[src/design/wsfu_pkg.sv]
// Shared constants and types of the WebSocket frame unmasker.
`default_nettype none
package wsfu_pkg;

    localparam int LEN_BITS    = 64;
    localparam int QUEUE_DEPTH = 4;
    localparam int QPTR_BITS   = $clog2(QUEUE_DEPTH);
    localparam int QCNT_BITS   = $clog2(QUEUE_DEPTH + 1);

    localparam logic [6:0] LEN7_MASK  = 7'h7F;
    localparam logic [6:0] LEN7_EXT16 = 7'd126;
    localparam logic [6:0] LEN7_EXT64 = 7'd127;
    localparam logic [2:0] EXT16_LAST = 3'd1;
    localparam logic [2:0] EXT64_LAST = 3'd7;
    localparam logic [2:0] KEY_BYTES  = 3'd4;

    typedef struct packed {
        logic [7:0] data;
        logic [7:0] key;
        logic       last;
    } entry_t;

    typedef struct packed {
        logic   push;
        entry_t entry;
    } q_push_t;

    typedef struct packed {
        logic full;
        logic empty;
    } q_status_t;

endpackage
`default_nettype wire

[src/design/wsfu_front.sv]
// Frame parser: header, length, extended length and key; queues payload bytes.
`default_nettype none
module wsfu_front (
    input  wire logic               clk,
    input  wire logic               rst_n,
    input  wire logic               frame_valid,
    output logic                    frame_stall,
    input  wire logic [7:0]         in_byte,
    input  wire wsfu_pkg::q_status_t q_status,
    output wsfu_pkg::q_push_t       q_push
);
    import wsfu_pkg::*;

    typedef enum logic [2:0] {
        PH_HEADER,
        PH_LEN7,
        PH_EXTLEN,
        PH_KEY,
        PH_PAYLOAD
    } phase_t;

    phase_t              phase_reg, phase_next;
    logic [2:0]          count_reg, count_next;
    logic [LEN_BITS-1:0] remaining_reg, remaining_next;
    logic [31:0]         key_reg, key_next;
    logic [1:0]          key_idx_reg, key_idx_next;

    logic       accept;
    logic [6:0] len7;
    logic [2:0] count_inc;
    logic [7:0] key_byte;
    logic       is_last;

    assign frame_stall = q_status.full;
    assign accept      = frame_valid && !frame_stall;
    assign len7        = in_byte[6:0] & LEN7_MASK;
    assign count_inc   = count_reg + 3'd1;
    assign is_last     = (remaining_reg == {{(LEN_BITS-1){1'b0}}, 1'b1});

    always_comb
    begin
        case (key_idx_reg)
            2'd0:    key_byte = key_reg[31:24];
            2'd1:    key_byte = key_reg[23:16];
            2'd2:    key_byte = key_reg[15:8];
            default: key_byte = key_reg[7:0];
        endcase
    end

    always_comb
    begin
        phase_next     = phase_reg;
        count_next     = count_reg;
        remaining_next = remaining_reg;
        key_next       = key_reg;
        key_idx_next   = key_idx_reg;
        case (phase_reg)
            PH_HEADER:
            begin
                phase_next = PH_LEN7;
            end
            PH_LEN7:
            begin
                remaining_next = '0;
                key_idx_next   = 2'd0;
                key_next       = '0;
                if (len7 == LEN7_EXT16)
                begin
                    count_next = EXT16_LAST;
                    phase_next = PH_EXTLEN;
                end
                else if (len7 == LEN7_EXT64)
                begin
                    count_next = EXT64_LAST;
                    phase_next = PH_EXTLEN;
                end
                else
                begin
                    remaining_next = {{(LEN_BITS-7){1'b0}}, len7};
                    count_next     = 3'd0;
                    phase_next     = PH_KEY;
                end
            end
            PH_EXTLEN:
            begin
                remaining_next = {remaining_reg[LEN_BITS-9:0], in_byte};
                if (count_reg == 3'd0)
                    phase_next = PH_KEY;
                else
                    count_next = count_reg - 3'd1;
            end
            PH_KEY:
            begin
                key_next   = {key_reg[23:0], in_byte};
                count_next = count_inc;
                if (count_inc >= KEY_BYTES)
                begin
                    count_next   = 3'd0;
                    key_idx_next = 2'd0;
                    phase_next   = (remaining_reg == '0) ? PH_HEADER : PH_PAYLOAD;
                end
            end
            PH_PAYLOAD:
            begin
                remaining_next = remaining_reg - {{(LEN_BITS-1){1'b0}}, 1'b1};
                key_idx_next   = key_idx_reg + 2'd1;
                if (is_last)
                    phase_next = PH_HEADER;
            end
            default:
            begin
                phase_next = PH_HEADER;
            end
        endcase
    end

    always_ff @(posedge clk or negedge rst_n)
    begin
        if (!rst_n)
        begin
            phase_reg     <= PH_HEADER;
            count_reg     <= 3'd0;
            remaining_reg <= '0;
            key_reg       <= '0;
            key_idx_reg   <= 2'd0;
        end
        else if (accept)
        begin
            phase_reg     <= phase_next;
            count_reg     <= count_next;
            remaining_reg <= remaining_next;
            key_reg       <= key_next;
            key_idx_reg   <= key_idx_next;
        end
    end

    assign q_push.push       = accept && (phase_reg == PH_PAYLOAD);
    assign q_push.entry.data = in_byte;
    assign q_push.entry.key  = key_byte;
    assign q_push.entry.last = is_last;

    a_last_returns_header: assert property (@(posedge clk) disable iff (!rst_n)
        (q_push.push && q_push.entry.last) |=> (phase_reg == PH_HEADER))
        else $error("last payload byte did not return parser to header");

    a_payload_nonzero: assert property (@(posedge clk) disable iff (!rst_n)
        (phase_reg == PH_PAYLOAD) |-> (remaining_reg != '0))
        else $error("payload phase with zero remaining length");

endmodule
`default_nettype wire

[src/design/wsfu_queue.sv]
// Short FIFO between the parser and the output stage.
`default_nettype none
module wsfu_queue (
    input  wire logic                clk,
    input  wire logic                rst_n,
    input  wire wsfu_pkg::q_push_t   q_push,
    input  wire logic                pop,
    output wsfu_pkg::q_status_t      q_status,
    output wsfu_pkg::entry_t         head
);
    import wsfu_pkg::*;

    entry_t               store_reg [QUEUE_DEPTH];
    logic [QPTR_BITS-1:0] wr_ptr_reg, wr_ptr_next;
    logic [QPTR_BITS-1:0] rd_ptr_reg, rd_ptr_next;
    logic [QCNT_BITS-1:0] count_reg, count_next;
    logic                 do_push;
    logic                 do_pop;

    assign q_status.full  = (count_reg == QCNT_BITS'(QUEUE_DEPTH));
    assign q_status.empty = (count_reg == '0);
    assign do_push        = q_push.push && !q_status.full;
    assign do_pop         = pop && !q_status.empty;
    assign head           = store_reg[rd_ptr_reg];

    always_comb
    begin
        wr_ptr_next = wr_ptr_reg;
        rd_ptr_next = rd_ptr_reg;
        count_next  = count_reg;
        if (do_push)
            wr_ptr_next = (wr_ptr_reg == QPTR_BITS'(QUEUE_DEPTH - 1)) ? '0
                                                                    : wr_ptr_reg + 1'b1;
        if (do_pop)
            rd_ptr_next = (rd_ptr_reg == QPTR_BITS'(QUEUE_DEPTH - 1)) ? '0
                                                                    : rd_ptr_reg + 1'b1;
        if (do_push && !do_pop)
            count_next = count_reg + 1'b1;
        else if (do_pop && !do_push)
            count_next = count_reg - 1'b1;
    end

    always_ff @(posedge clk or negedge rst_n)
    begin
        if (!rst_n)
        begin
            wr_ptr_reg <= '0;
            rd_ptr_reg <= '0;
            count_reg  <= '0;
        end
        else
        begin
            wr_ptr_reg <= wr_ptr_next;
            rd_ptr_reg <= rd_ptr_next;
            count_reg  <= count_next;
        end
    end

    always_ff @(posedge clk)
    begin
        if (do_push)
            store_reg[wr_ptr_reg] <= q_push.entry;
    end

    a_count_bound: assert property (@(posedge clk) disable iff (!rst_n)
        count_reg <= QCNT_BITS'(QUEUE_DEPTH))
        else $error("queue count beyond depth");

    a_push_lost: assert property (@(posedge clk) disable iff (!rst_n)
        q_push.push |-> !q_status.full)
        else $error("push into full queue");

endmodule
`default_nettype wire

[src/design/wsfu_back.sv]
// Output stage: unmask the queue head into the result register.
`default_nettype none
module wsfu_back (
    input  wire logic                clk,
    input  wire logic                rst_n,
    input  wire wsfu_pkg::q_status_t q_status,
    input  wire wsfu_pkg::entry_t    head,
    output logic                     pop,
    output logic                     payload_valid,
    input  wire logic                payload_stall,
    output logic [7:0]               payload_byte,
    output logic                     last_byte
);
    import wsfu_pkg::*;

    logic       valid_reg;
    logic [7:0] data_reg;
    logic       last_reg;

    assign pop = !q_status.empty && (!valid_reg || !payload_stall);

    always_ff @(posedge clk or negedge rst_n)
    begin
        if (!rst_n)
            valid_reg <= 1'b0;
        else if (!valid_reg || !payload_stall)
            valid_reg <= !q_status.empty;
    end

    always_ff @(posedge clk)
    begin
        if (pop)
        begin
            data_reg <= head.data ^ head.key;
            last_reg <= head.last;
        end
    end

    assign payload_valid = valid_reg;
    assign payload_byte  = data_reg;
    assign last_byte     = last_reg;

endmodule
`default_nettype wire

[src/design/websocket_frame_unmasker_top.sv]
// Top level of the WebSocket frame unmasker.
//
//  channel   valid          stall          fields
//  frame     frame_valid    frame_stall    in_byte
//  payload   payload_valid  payload_stall  payload_byte, last_byte
//
// One frame byte is taken per cycle while frame_stall is low.
// A four-entry queue between parser and output register absorbs output stalls.
// frame_stall is high only while that queue is full.
// Reset puts the parser in wait for the first header byte and empties the queue.
`default_nettype none
module websocket_frame_unmasker_top (
    input  wire logic       clk,
    input  wire logic       rst_n,
    input  wire logic       frame_valid,
    output logic            frame_stall,
    input  wire logic [7:0] in_byte,
    output logic            payload_valid,
    input  wire logic       payload_stall,
    output logic [7:0]      payload_byte,
    output logic            last_byte
);
    import wsfu_pkg::*;

    q_push_t   q_push;
    q_status_t q_status;
    entry_t    head;
    logic      pop;

    wsfu_front u_front (
        .clk         (clk),
        .rst_n       (rst_n),
        .frame_valid (frame_valid),
        .frame_stall (frame_stall),
        .in_byte     (in_byte),
        .q_status    (q_status),
        .q_push      (q_push)
    );

    wsfu_queue u_queue (
        .clk      (clk),
        .rst_n    (rst_n),
        .q_push   (q_push),
        .pop      (pop),
        .q_status (q_status),
        .head     (head)
    );

    wsfu_back u_back (
        .clk           (clk),
        .rst_n         (rst_n),
        .q_status      (q_status),
        .head          (head),
        .pop           (pop),
        .payload_valid (payload_valid),
        .payload_stall (payload_stall),
        .payload_byte  (payload_byte),
        .last_byte     (last_byte)
    );

endmodule
`default_nettype wire

[config.mk]
export PLATFORM = sky130hd
export DESIGN_NAME = websocket_frame_unmasker_top
export DESIGN_NICKNAME = d
export VERILOG_FILES = /design/src/design/wsfu_pkg.sv /design/src/design/wsfu_front.sv /design/src/design/wsfu_queue.sv /design/src/design/wsfu_back.sv /design/src/design/websocket_frame_unmasker_top.sv
export SDC_FILE = /design/constraint.sdc
export NUM_CORES = 1
export LEC_CHECK = 0
export ABC_AREA = 1
export BUFFER_PORTS_ARGS = -buffer_cell sky130_fd_sc_hd__buf_2
export CAP_MARGIN = 20
export CORE_MARGIN = 3
export CORE_UTILIZATION = 50
export DETAILED_ROUTE_END_ITERATION = 8
export PLACE_DENSITY = 0.68
export SLEW_MARGIN = 25
export SYNTH_ARGS = -nofsm -noshare
export SYNTH_HDL_FRONTEND = slang
export SYNTH_HIERARCHICAL = 1
export SYNTH_SLANG_ARGS = --single-unit
[constraint.sdc]
create_clock -name clk -period 2.7 [get_ports clk]
set_input_delay 0.54 -clock clk [delete_from_list [all_inputs] [get_ports clk]]
set_output_delay 0.54 -clock clk [all_outputs]
set_load 0.005 [all_outputs]
==> summary.md, run 1 <==
| Metric | Value |
|---|---|
| Multi-input logic area | about 4600 µm² |
| CTS clock-pin slew for the worst setup and hold paths | 80 ps |
| Core Region | 21,100 µm² |
| R2R setup slack | 260 ps |
| Result of the run | finished, final reports clean |
| Skew final | 15.0 ps |
| Final non-filler cell area | 11,700 µm² |
| Vias post-DR | 9,271 |
| RSZ-0062 raised after global routing | no |
| Fin cells | ~1,700 |
| Nets | 1,452 |
| Placed instance area | roughly 11,000 µm² |
| Port Buffers | 22 |
| Hold Path Class | primary input to register |
| Critical hold path startpoint | payload_stall |
| Critical path peak fanout | 7 |
| Final Max Tran Viols | 0 |
| CP max stage delay | 390 ps |
| Largest net degree at the start of global routing | 74 |
| CP most frequent cell | inv_1 |
| CTS tree | yes |
| Cell Pwr Density | about 1100 nW/µm² |
| VDD IR-drop max | 591 µV |
| Max clock buf depth | 2 |
| TritonCTS Buffers | 17 |
| GRT Total Usage | 0.240 |
| Synth Area in Simple Gates | 0.264 |
| Fillers | between 1,500 and 2,000 |
| CTS root buf | clkbuf_16 |
| Die area | approximately 23,000 µm² |
| Clk_lat worst skew | approximately 440 ps |
| Vias per Instance | 5.42 |
| Max Fclk | 409 MHz |
| XOR/XNOR Fraction of Synth Area | 0.00326 |
| Commonest non-fill, non-tap cell in the layout | nand2_1 |
| Syn nets | 1,447 |
| MaxCap Viol Count | 0 |
| DRT antenna net count | 0 |
| Drt pass-1 iters | 5 |
| Synth warn | 6 |
| Cell area after technology mapping | between 10,000 and 15,000 µm² |
| R2R cell count | 15 |
| Hold Crit Endpoint | u_back/payload_valid$_DFFE_PN0P_ |
| Antenna violations before repair | 0 |
| Commonest cells after routing, fill and taps aside | 366 x nand2_1, 210 x nor2_1, 187 x inv_1 |
| WL final | between 20,000 and 30,000 µm |
| Tcrit/Tclk final | 0.905 |
| Clk sinks | 189 |
| Required @ worst endpoint | 3030 ps |
| Vias in the first global route | 9,083 |
| Routed WL per cell | 15.9 µm |
| Area leader, netlist | dfrtp_1 |
| Adder-Cell Fraction of Synth Area | 0.0193 |
| Post-DP HPWL | 18,900 µm |
| Io pins | 23 |
| Leak | 5.20 nW |
| Post-synthesis sequential area ratio | 0.475 |
| DR DRC count | 0 |
| R2r startpoint | u_queue/count_reg[1]$_DFFE_PN0P_ |
| Synthesized area per cell | 7.58 µm² |
| Yosys top cell area share | 0.260 |
| Die Height | 153 µm |
| DR iter-0 viols | between 700 and 800 |
| Synth Area in Compound Gates | 0.136 |
| Slowest cell on crit path | fa_1 |
| Area growth syn-to-layout | 8.79% |
| Cell Chain, Critical Path | inv_1 > nand3_1 > inv_1 > nor2_2 > inv_1 > nor2_1 > nand2_1 > inv_1 > ha_1 > inv_1 > fa_1 > nand2_1 > nand3_1 > nand2_1 > nand2_1 |
| Crit Path Category | register to register |
| Placed Cells | 1,679 |
| Largest family of logic cells by synthesized area | simple AND/OR/NAND/NOR gates |
| Starting Density | 0.510 |
| Worst slew pin tran | 684 ps |
| Seq cells post-synth | around 190 |
| Hold depth | 3 |
| Worst EP arrival | 2770 ps |
| FF+latch area | 5120 µm² |
| Final hold vios | 0 |
| Final setup TNS | 0 ps |
| Cell Rows | 53 |
| Post-synthesis mux area share | 0 |
| Chip Width | 153 µm |
| H-tree Lvls | 4 |
| Critical path endpoint category | register |
| GRT Residual Overflow | 0 |
| Cell variety after synth | 40 |
| Relative slew slack | 0.544 |
| First-pass GRT wire length | 46,100 µm |
| FF-to-FF End | u_queue/count_reg[2]$_DFFE_PN0P_ |
| Cells after Synth | 1,419 |
| Startpoint Class | register |
| Area contributors post-synth | dfrtp_1 26%, edfxtp_1 21%, nand2_1 13% |
| Share of cells above drive strength 1 | 0.0689 |
| Max FFs per register | 68 |
| Antenna diode count | 0 |
| Min Tclk post-route | 2440 ps |
| GPL Wtd Cong | 0.933 |
| # setup viols final | 0 |
[critical path: cells and delay by family (launching register included)]
| kind | cells | cell delay (ps) |
|---|---|---|
| buf+inv | 5 | 440 |
| fa+ha+maj | 2 | 560 |
| simple gates | 8 | 950 |
| flops | 1 | 380 |
[routing by layer]
layer | share of wire | wire [µm] | GRT usage | vias up
li1 | - | - | - | 4623
met1 | 0.45 | 12100 | 0.320 | 4372
met2 | 0.49 | 13200 | 0.408 | 236
met3 | 0.044 | 1190 | 0.0287 | 40
met4 | 0.025 | 667 | 0.0844 | 0
met5 | 0 | 0 | 0 | -
[worst max path at each step]
stage / startpoint / to / slack (ps) / depth (start not counted)
5_1_grt: u_queue/count_reg[0]$_DFFE_PN0P_ / u_queue/count_reg[2]$_DFFE_PN0P_ / 10 / 15
4_1_cts: u_queue/count_reg[0]$_DFFE_PN0P_ / u_queue/count_reg[2]$_DFFE_PN0P_ / 220 / 15
2_1_floorplan: u_front/phase_reg[0]$_DFFE_PN0P_ / u_queue/store_reg[0][0]$_DFFE_PP_ / 100 / 6
3_5_place_dp: u_queue/count_reg[0]$_DFFE_PN0P_ / u_queue/count_reg[2]$_DFFE_PN0P_ / 240 / 15
6_report: u_queue/count_reg[1]$_DFFE_PN0P_ / u_queue/count_reg[2]$_DFFE_PN0P_ / 260 / 15
3_3_place_gp: u_queue/count_reg[0]$_DFFE_PN0P_ / u_queue/count_reg[2]$_DFFE_PN0P_ / 320 / 15
[cells by family after synthesis]
kind of cell	count (synthesis)
fa+ha+maj	16
simple gates	705
flops	189
xor+xnor	4
compound gates	253
buf+inv	252
[area by class of cell]
class                      count  area share
clock buffer                  17      0.0363
clock inverter                15      0.0187
inverter                     192      0.0618
multi-input combinational    978       0.389
sequential                   189       0.437
tap                          275      0.0294
timing repair buffer          46      0.0274
[synth_stat cells]
library cell / n
clkbuf_2: 1
nand4_1: 2
xnor2_1: 2
a22oi_1: 11
o21ai_0: 78
and2_1: 1
o21ai_1: 1
dfrtp_1: 112
buf_4: 12
nor2_1: 212
ha_1: 15
o211ai_1: 32
o211ai_2: 2
nand3_1: 108
a21oi_2: 1
nor2_4: 1
inv_4: 1
inv_1: 187
inv_2: 4
nor4_1: 1
nor3_1: 3
a21o_1: 1
or2_2: 4
a31oi_1: 7
o2bb2ai_1: 1
clkbuf_1: 24
nand3b_1: 1
o31ai_1: 8
nand2_1: 366
buf_2: 12
nand2_2: 1
edfxtp_1: 77
nor3_4: 1
o22ai_1: 16
buf_6: 11
fa_1: 1
nor2_2: 4
xor2_1: 2
a211oi_1: 8
a21oi_1: 87
[what timing repair did]
| item | 4_1_cts | 5_1_grt |
|---|---|---|
| setup endpoints to repair | 0 | 2 |
| gates resized for setup | 0 | 1 |
| hold buffers | 1 | 0 |
| hold endpoints to repair | 11 | 0 |
| setup buffers | 0 | 0 |
[through the flow]
| step | setup slack [ps] | utilization | hold WS [ps] | power (W) |
|---|---|---|---|---|
| 6_report | 256 | 0.555 | 327 | 0.0123 |
| 5_1_grt | 13.5 | 0.555 | 314 | 0.0134 |
| 4_1_cts | 223 | 0.555 | 310 | 0.0124 |
| 3_5_place_dp | 244 | 0.524 | 411 | 0.00966 |
| 3_3_place_gp | 322 | 0.524 | 410 | 0.00954 |
| 2_1_floorplan | 103 | - | 244 | 0.00833 |
[power by group]
group          total (W)  leakage, nW  switching [W]  internal (W)
combinational    0.00499         2.75        0.00338       0.00161
clock            0.00268        0.312        0.00124       0.00143
sequential       0.00466         2.14       0.000873       0.00379
total             0.0123         5.20        0.00549       0.00683
No activity file was read; power rests on OpenSTA's default activity.
==> run 2, diff against run 1 <==
--- a/config.mk
+++ b/config.mk
@@ -11,8 +11,7 @@
 export CORE_MARGIN = 3
 export CORE_UTILIZATION = 50
 export DETAILED_ROUTE_END_ITERATION = 8
-export PLACE_DENSITY = 0.68
-export SLEW_MARGIN = 25
+export PLACE_DENSITY = 0.66
 export SYNTH_ARGS = -nofsm -noshare
 export SYNTH_HDL_FRONTEND = slang
 export SYNTH_HIERARCHICAL = 1
==> constraint.sdc (replaced) <==
create_clock -name clk -period 2.6 [get_ports clk]
set_input_delay 0.52 -clock clk [delete_from_list [all_inputs] [get_ports clk]]
set_output_delay 0.52 -clock clk [all_outputs]
set_load 0.005 [all_outputs]
==> run 2 against run 1 <==
Compared with the run above:
- maximum frequency is 4.5% higher
- critical path depth stayed put
- final cell count is 0.29% higher
- largest power group unchanged
- clock power is 3% higher
- combinational power is 5.8% higher
- critical endpoint unchanged
- flip-flop and latch count stayed put
- worst setup slack better by 5.2 ps
- register-to-register slack hardly changed
==> summary.md, run 2 (synthesized netlist as in run 1, its figures left out) <==
| Metric | Value |
|---|---|
| Result of the run | finished, final reports clean |
| Antenna diode count | 0 |
| Worst slew pin tran | a little under 700 ps |
| Routed WL per cell | 15.9 µm |
| Final Core Density | 0.558 |
| Critical path peak fanout | 4 |
| FF+latch area | about 5000 µm² |
| Tcrit/Tclk final | 0.899 |
| Nets | 1,457 |
| Final Max Tran Viols | 0 |
| Critical path endpoint category | register |
| WL final | 27,300 µm |
| CTS root buf | clkbuf_16 |
| R2R setup slack | 260 ps |
| Share of cells above drive strength 1 | 0.0721 |
| Drt pass-1 iters | 5 |
| # Post-CTS Setup Buffers | 0 |
| Hold Path Class | primary input to asynchronous set/reset pin |
| Commonest non-fill, non-tap cell in the layout | nand2_1 |
| Io pins | 23 |
| Port Buffers | 22 |
| Starting Density | 0.510 |
| Core Region | 21,100 µm² |
| Min Tclk post-route | 2340 ps |
| # setup viols final | 0 |
| Fillers | between 1,500 and 2,000 |
| Die area | 23,300 µm² |
| CTS tree | yes |
| TritonCTS Buffers | 17 |
| Vias per Instance | 5.41 |
| Clk sinks | 189 |
| DRT antenna net count | 0 |
| Largest net degree at the start of global routing | 70 |
| Skew final | roughly 11 ps |
| Commonest cells after routing, fill and taps aside | 366 x nand2_1, 211 x nor2_1, 187 x inv_1 |
| Worst EP arrival | 2670 ps |
| DR iter-0 viols | around 640 |
| Max FFs per register | 68 |
| VDD IR-drop max | roughly 530 µV |
| MaxCap Viol Count | 0 |
| RSZ-0062 raised after global routing | no |
| Cell Pwr Density | 1100 nW/µm² |
| First-pass GRT wire length | 44,300 µm |
| DR DRC count | 0 |
| Required @ worst endpoint | 2930 ps |
| Antenna violations before repair | 0 |
| Max Fclk | around 430 MHz |
| Relative slew slack | 0.551 |
| Post-DP HPWL | a little under 20,000 µm |
| GPL Wtd Cong | ~0.94 |
| Multi-input logic area | 4550 µm² |
| H-tree Lvls | 4 |
| Chip Width | 153 µm |
| Cell Rows | 53 |
| Final hold vios | 0 |
| Hold buffers post-CTS | 0 |
| Vias in the first global route | 8,629 |
| Final setup TNS | 0 ps |
| GRT Residual Overflow | 0 |
| Vias post-DR | 9,286 |
| Area growth syn-to-layout | 9.36% |
| Max clock buf depth | 2 |
| CTS clock-pin slew for the worst setup and hold paths | 80 ps |
| Leak | between 5 and 6 nW |
| Post_cts resized | 0 |
| Clk_lat worst skew | 430 ps |
| Die Height | 153 µm |
| Crit Path Category | register to register |
| Startpoint Class | register |
| GRT Total Usage | 0.235 |
-- run 2: cell count changes in the layout (fill, tap and decap cells not counted), sizes merged --
cell,change
buf,+6
clkinv,-4
clkinvlp,+1
dlygate4sd3,-1
inv,+3
-- run 2: layout make-up --
type	count	area share
clock buffer	17	0.0362
clock inverter	15	0.0179
inverter	192	0.0615
multi-input combinational	978	0.387
sequential	189	0.435
tap	275	0.0292
timing repair buffer	51	0.0334
-- run 2: path summary, 6_finish.rpt --
path,cells after the start,from,to
min in group clk,3,payload_stall,u_back/payload_valid$_DFFE_PN0P_
setup / recovery,15,u_queue/count_reg[0]$_DFFE_PN0P_,u_queue/count_reg[2]$_DFFE_PN0P_
max in group asynchronous,2,rst_n,u_front/remaining_reg[37]$_DFFE_PN0P_
hold reg to reg,2,u_front/key_reg[26]$_DFFE_PN0P_,u_front/key_reg[26]$_DFFE_PN0P_
hold / removal,1,rst_n,u_front/key_reg[16]$_DFFE_PN0P_
setup reg to reg,15,u_queue/count_reg[0]$_DFFE_PN0P_,u_queue/count_reg[2]$_DFFE_PN0P_
-- run 2: through the flow --
| step | total power [W] | std cells | hold WS [ps] | cell area (µm²) | setup slack [ps] |
|---|---|---|---|---|---|
| finish | 0.0129 | 1717 | 5.86 | 11800 | 261 |
| global route | 0.0139 | 1717 | 10.4 | 11800 | 8.84 |
| global placement | 0.0100 | 1685 | 464 | 11100 | 379 |
| CTS | 0.0129 | 1717 | 3.16 | 11800 | 276 |
| detailed placement | 0.0101 | 1685 | 469 | 11100 | 307 |
| floorplan | 0.00865 | 1419 | 224 | 10800 | 2.99 |
-- run 2: where the power goes --
group / total [W] / switching (W) / internal [W]
Clock: 0.00277 / 0.00129 / 0.00149
Sequential: 0.00484 / 0.000908 / 0.00393
Combinational: 0.00528 / 0.00353 / 0.00175
-- run 2: critical path, cell delays in order, from the launching register on --
cell and delay [ps]:
dfrtp_1 420, inv_1 70, nand3_1 140, inv_1 100
nor2_1 150, inv_1 100, nor2_1 190, nand2_1 110
inv_1 70, ha_1 160, inv_1 70, fa_1 380
nand2_1 100, nand3_1 70, nand2_1 60, nand2_1 40
-- run 2: per-layer routing --
layer / part of all wire / GRT usage / vias to the layer above
li1: - / - / 4627
met3: 0.046 / 0.0366 / 50
met4: 0.038 / 0.0955 / 0
met1: 0.42 / 0.291 / 4376
met2: 0.50 / 0.411 / 233
met5: 0 / 0 / -
==> run 3, diff against run 2 <==
==> constraint.sdc (replaced) <==
create_clock -name clk -period 2.73 [get_ports clk]
set_input_delay 0.546 -clock clk [delete_from_list [all_inputs] [get_ports clk]]
set_output_delay 0.546 -clock clk [all_outputs]
set_load 0.005 [all_outputs]
==> run 3 against run 2 <==
Compared with the run above:
- first-iteration DRC count increased by 3.1%
- maximum frequency down 5.6%
- highest routed layer unchanged
- register-to-register slack about the same
- critical path depth unchanged
- die area unchanged
- cell area fell by 0.49%
- largest power group unchanged
- clock skew is 4.3 ps higher
- core utilization is 0.27 points lower
- largest cell class unchanged
- clock power decreased by 3%
- combinational power fell by 5.7%
- via count is 0.19% higher
==> summary.md, run 3 (synthesized netlist as in run 1, its figures left out) <==
| Metric | Value |
|---|---|
| Result of the run | finished, final reports clean |
| Leak | roughly 5.2 nW |
| Max FFs per register | 68 |
| VDD IR-drop max | 698 µV |
| Final setup TNS | 0 ps |
| Crit path capture | u_queue/count_reg[2]$_DFFE_PN0P_ |
| R2r startpoint | u_queue/count_reg[0]$_DFFE_PN0P_ |
| Antenna diode count | 0 |
| R2R setup slack | 250 ps |
| Clk_lat worst skew | 440 ps |
| Tcrit/Tclk final | 0.907 |
| Clk sinks | 189 |
| Commonest non-fill, non-tap cell in the layout | nand2_1 |
| Routed WL per cell | 16.2 µm |
| GRT Total Usage | 0.240 |
| CTS clock-pin slew for the worst setup and hold paths | ~80 ps |
| Port Buffers | 22 |
| Vias post-DR | slightly above 9,000 |
| Vias per Instance | 5.43 |
| TritonCTS Buffers | 17 |
| Hold depth | 3 |
| Placed instance area | 11,100 µm² |
| Worst EP arrival | 2820 ps |
| R2R cell count | 15 |
| Nets | ~1,500 |
| Required @ worst endpoint | ~3100 ps |
| Max Fclk | between 400 and 500 MHz |
| First-pass GRT wire length | 45,500 µm |
| GRT Residual Overflow | 0 |
| DR DRC count | 0 |
| Relative slew slack | 0.575 |
| Max clock buf depth | 2 |
| WL final | 27,800 µm |
| Starting Density | 0.510 |
| Min Tclk post-route | around 2500 ps |
| Core Region | around 21,000 µm² |
| Startpoint Class | register |
| Final Max Tran Viols | 0 |
| CTS tree | yes |
| Share of cells above drive strength 1 | 0.0688 |
| Drt pass-1 iters | 6 |
| Fillers | 1,978 |
| Crit Path Category | register to register |
| Chip Width | 153 µm |
| Hold Path Class | primary input to register |
| Setup crit start | u_queue/count_reg[0]$_DFFE_PN0P_ |
| Commonest cells after routing, fill and taps aside | 366 x nand2_1, 210 x nor2_1, 187 x inv_1 |
| Skew final | 15.3 ps |
| CTS root buf | clkbuf_16 |
| Largest net degree at the start of global routing | 102 |
| Cell Rows | 53 |
| H-tree Lvls | 4 |
| DRT antenna net count | 0 |
| Worst slew pin tran | 638 ps |
| RSZ-0062 raised after global routing | no |
| Final non-filler cell area | ~12,000 µm² |
| FF-to-FF End | u_queue/count_reg[2]$_DFFE_PN0P_ |
| # setup viols final | 0 |
| Area growth syn-to-layout | 8.83% |
| Antenna violations before repair | 0 |
| Die area | between 20,000 and 25,000 µm² |
| GPL Wtd Cong | 0.914 |
| Vias in the first global route | 8,800 |
| Post-DP HPWL | 19,200 µm |
| Final hold vios | 0 |
| # Post-CTS Setup Buffers | 0 |
| Critical path endpoint category | register |
| MaxCap Viol Count | 0 |
| DR iter-0 viols | 663 |
| Critical path peak fanout | 7 |
| Die Height | 153 µm |
| Cell Pwr Density | 1050 nW/µm² |
| Io pins | 23 |
| Final Core Density | 0.555 |
## run 3: cell count changes in the layout (fill, tap and decap cells not counted), sizes merged
cell	before	now
inv	200	199
buf	51	46
clkinv	4	5
dlygate4sd3	0	1
## run 3: critical path, stage by stage (launching register included)
cell and delay, ps:
dfrtp_1 430, inv_1 80, nand3_1 140, inv_1 90, nor2_2 170, inv_1 110, nor2_1 150, nand2_1 180
inv_1 100, ha_1 160, inv_1 70, fa_1 390, nand2_1 110, nand3_1 80, nand2_1 60, nand2_1 40
## run 3: power breakdown
part	switching (W)	leakage (nW)	internal (W)
clock network	0.00126	0.308	0.00142
registers	0.000896	2.14	0.00374
logic	0.00337	2.76	0.00161
## run 3: final cells by class
class | count | area [µm²] | area share
Sequential cell | 189 | 5120 | 0.437
Multi-Input combinational cell | 978 | 4560 | 0.389
Inverter | 192 | 723 | 0.0618
Clock buffer | 17 | 425 | 0.0363
Tap cell | 275 | 344 | 0.0294
Timing Repair Buffer | 47 | 328 | 0.0280
Clock inverter | 15 | 215 | 0.0184
## run 3: layer usage
| metal | global-route usage | vias to the layer above | part of all wire |
|---|---|---|---|
| li1 | - | 4622 | - |
| met1 | 0.306 | 4378 | 0.43 |
| met2 | 0.415 | 246 | 0.50 |
| met3 | 0.0329 | 58 | 0.039 |
| met4 | 0.0955 | 0 | 0.035 |
| met5 | 0 | - | 0 |
## run 3: timing repair
item / CTS / global route
setup endpoints to repair: 0 / 1
hold endpoints to repair: 11 / 0
resized for setup: 0 / 1
hold buffers: 1 / 0
## run 3: worst min path at each step
stage,to,slack [ps],start
floorplan,u_back/payload_valid$_DFFE_PN0P_,250,rst_n
global route,u_back/payload_valid$_DFFE_PN0P_,340,payload_stall
finish,u_back/payload_valid$_DFFE_PN0P_,330,payload_stall
global placement,u_front/key_reg[17]$_DFFE_PN0P_,400,rst_n
CTS,u_back/payload_valid$_DFFE_PN0P_,320,payload_stall
detailed placement,u_front/key_reg[9]$_DFFE_PN0P_,400,rst_n
## run 3: through the flow
stage / total power [W] / std cells / hold WS (ps) / setup slack, ps
after floorplan: 0.00824 / 1419 / 250 / 133
after global placement: 0.00947 / 1680 / 404 / 364
after detailed placement: 0.00960 / 1680 / 401 / 255
after CTS: 0.0123 / 1713 / 320 / 235
after global routing: 0.0133 / 1713 / 337 / 35.2
final: 0.0123 / 1713 / 328 / 254
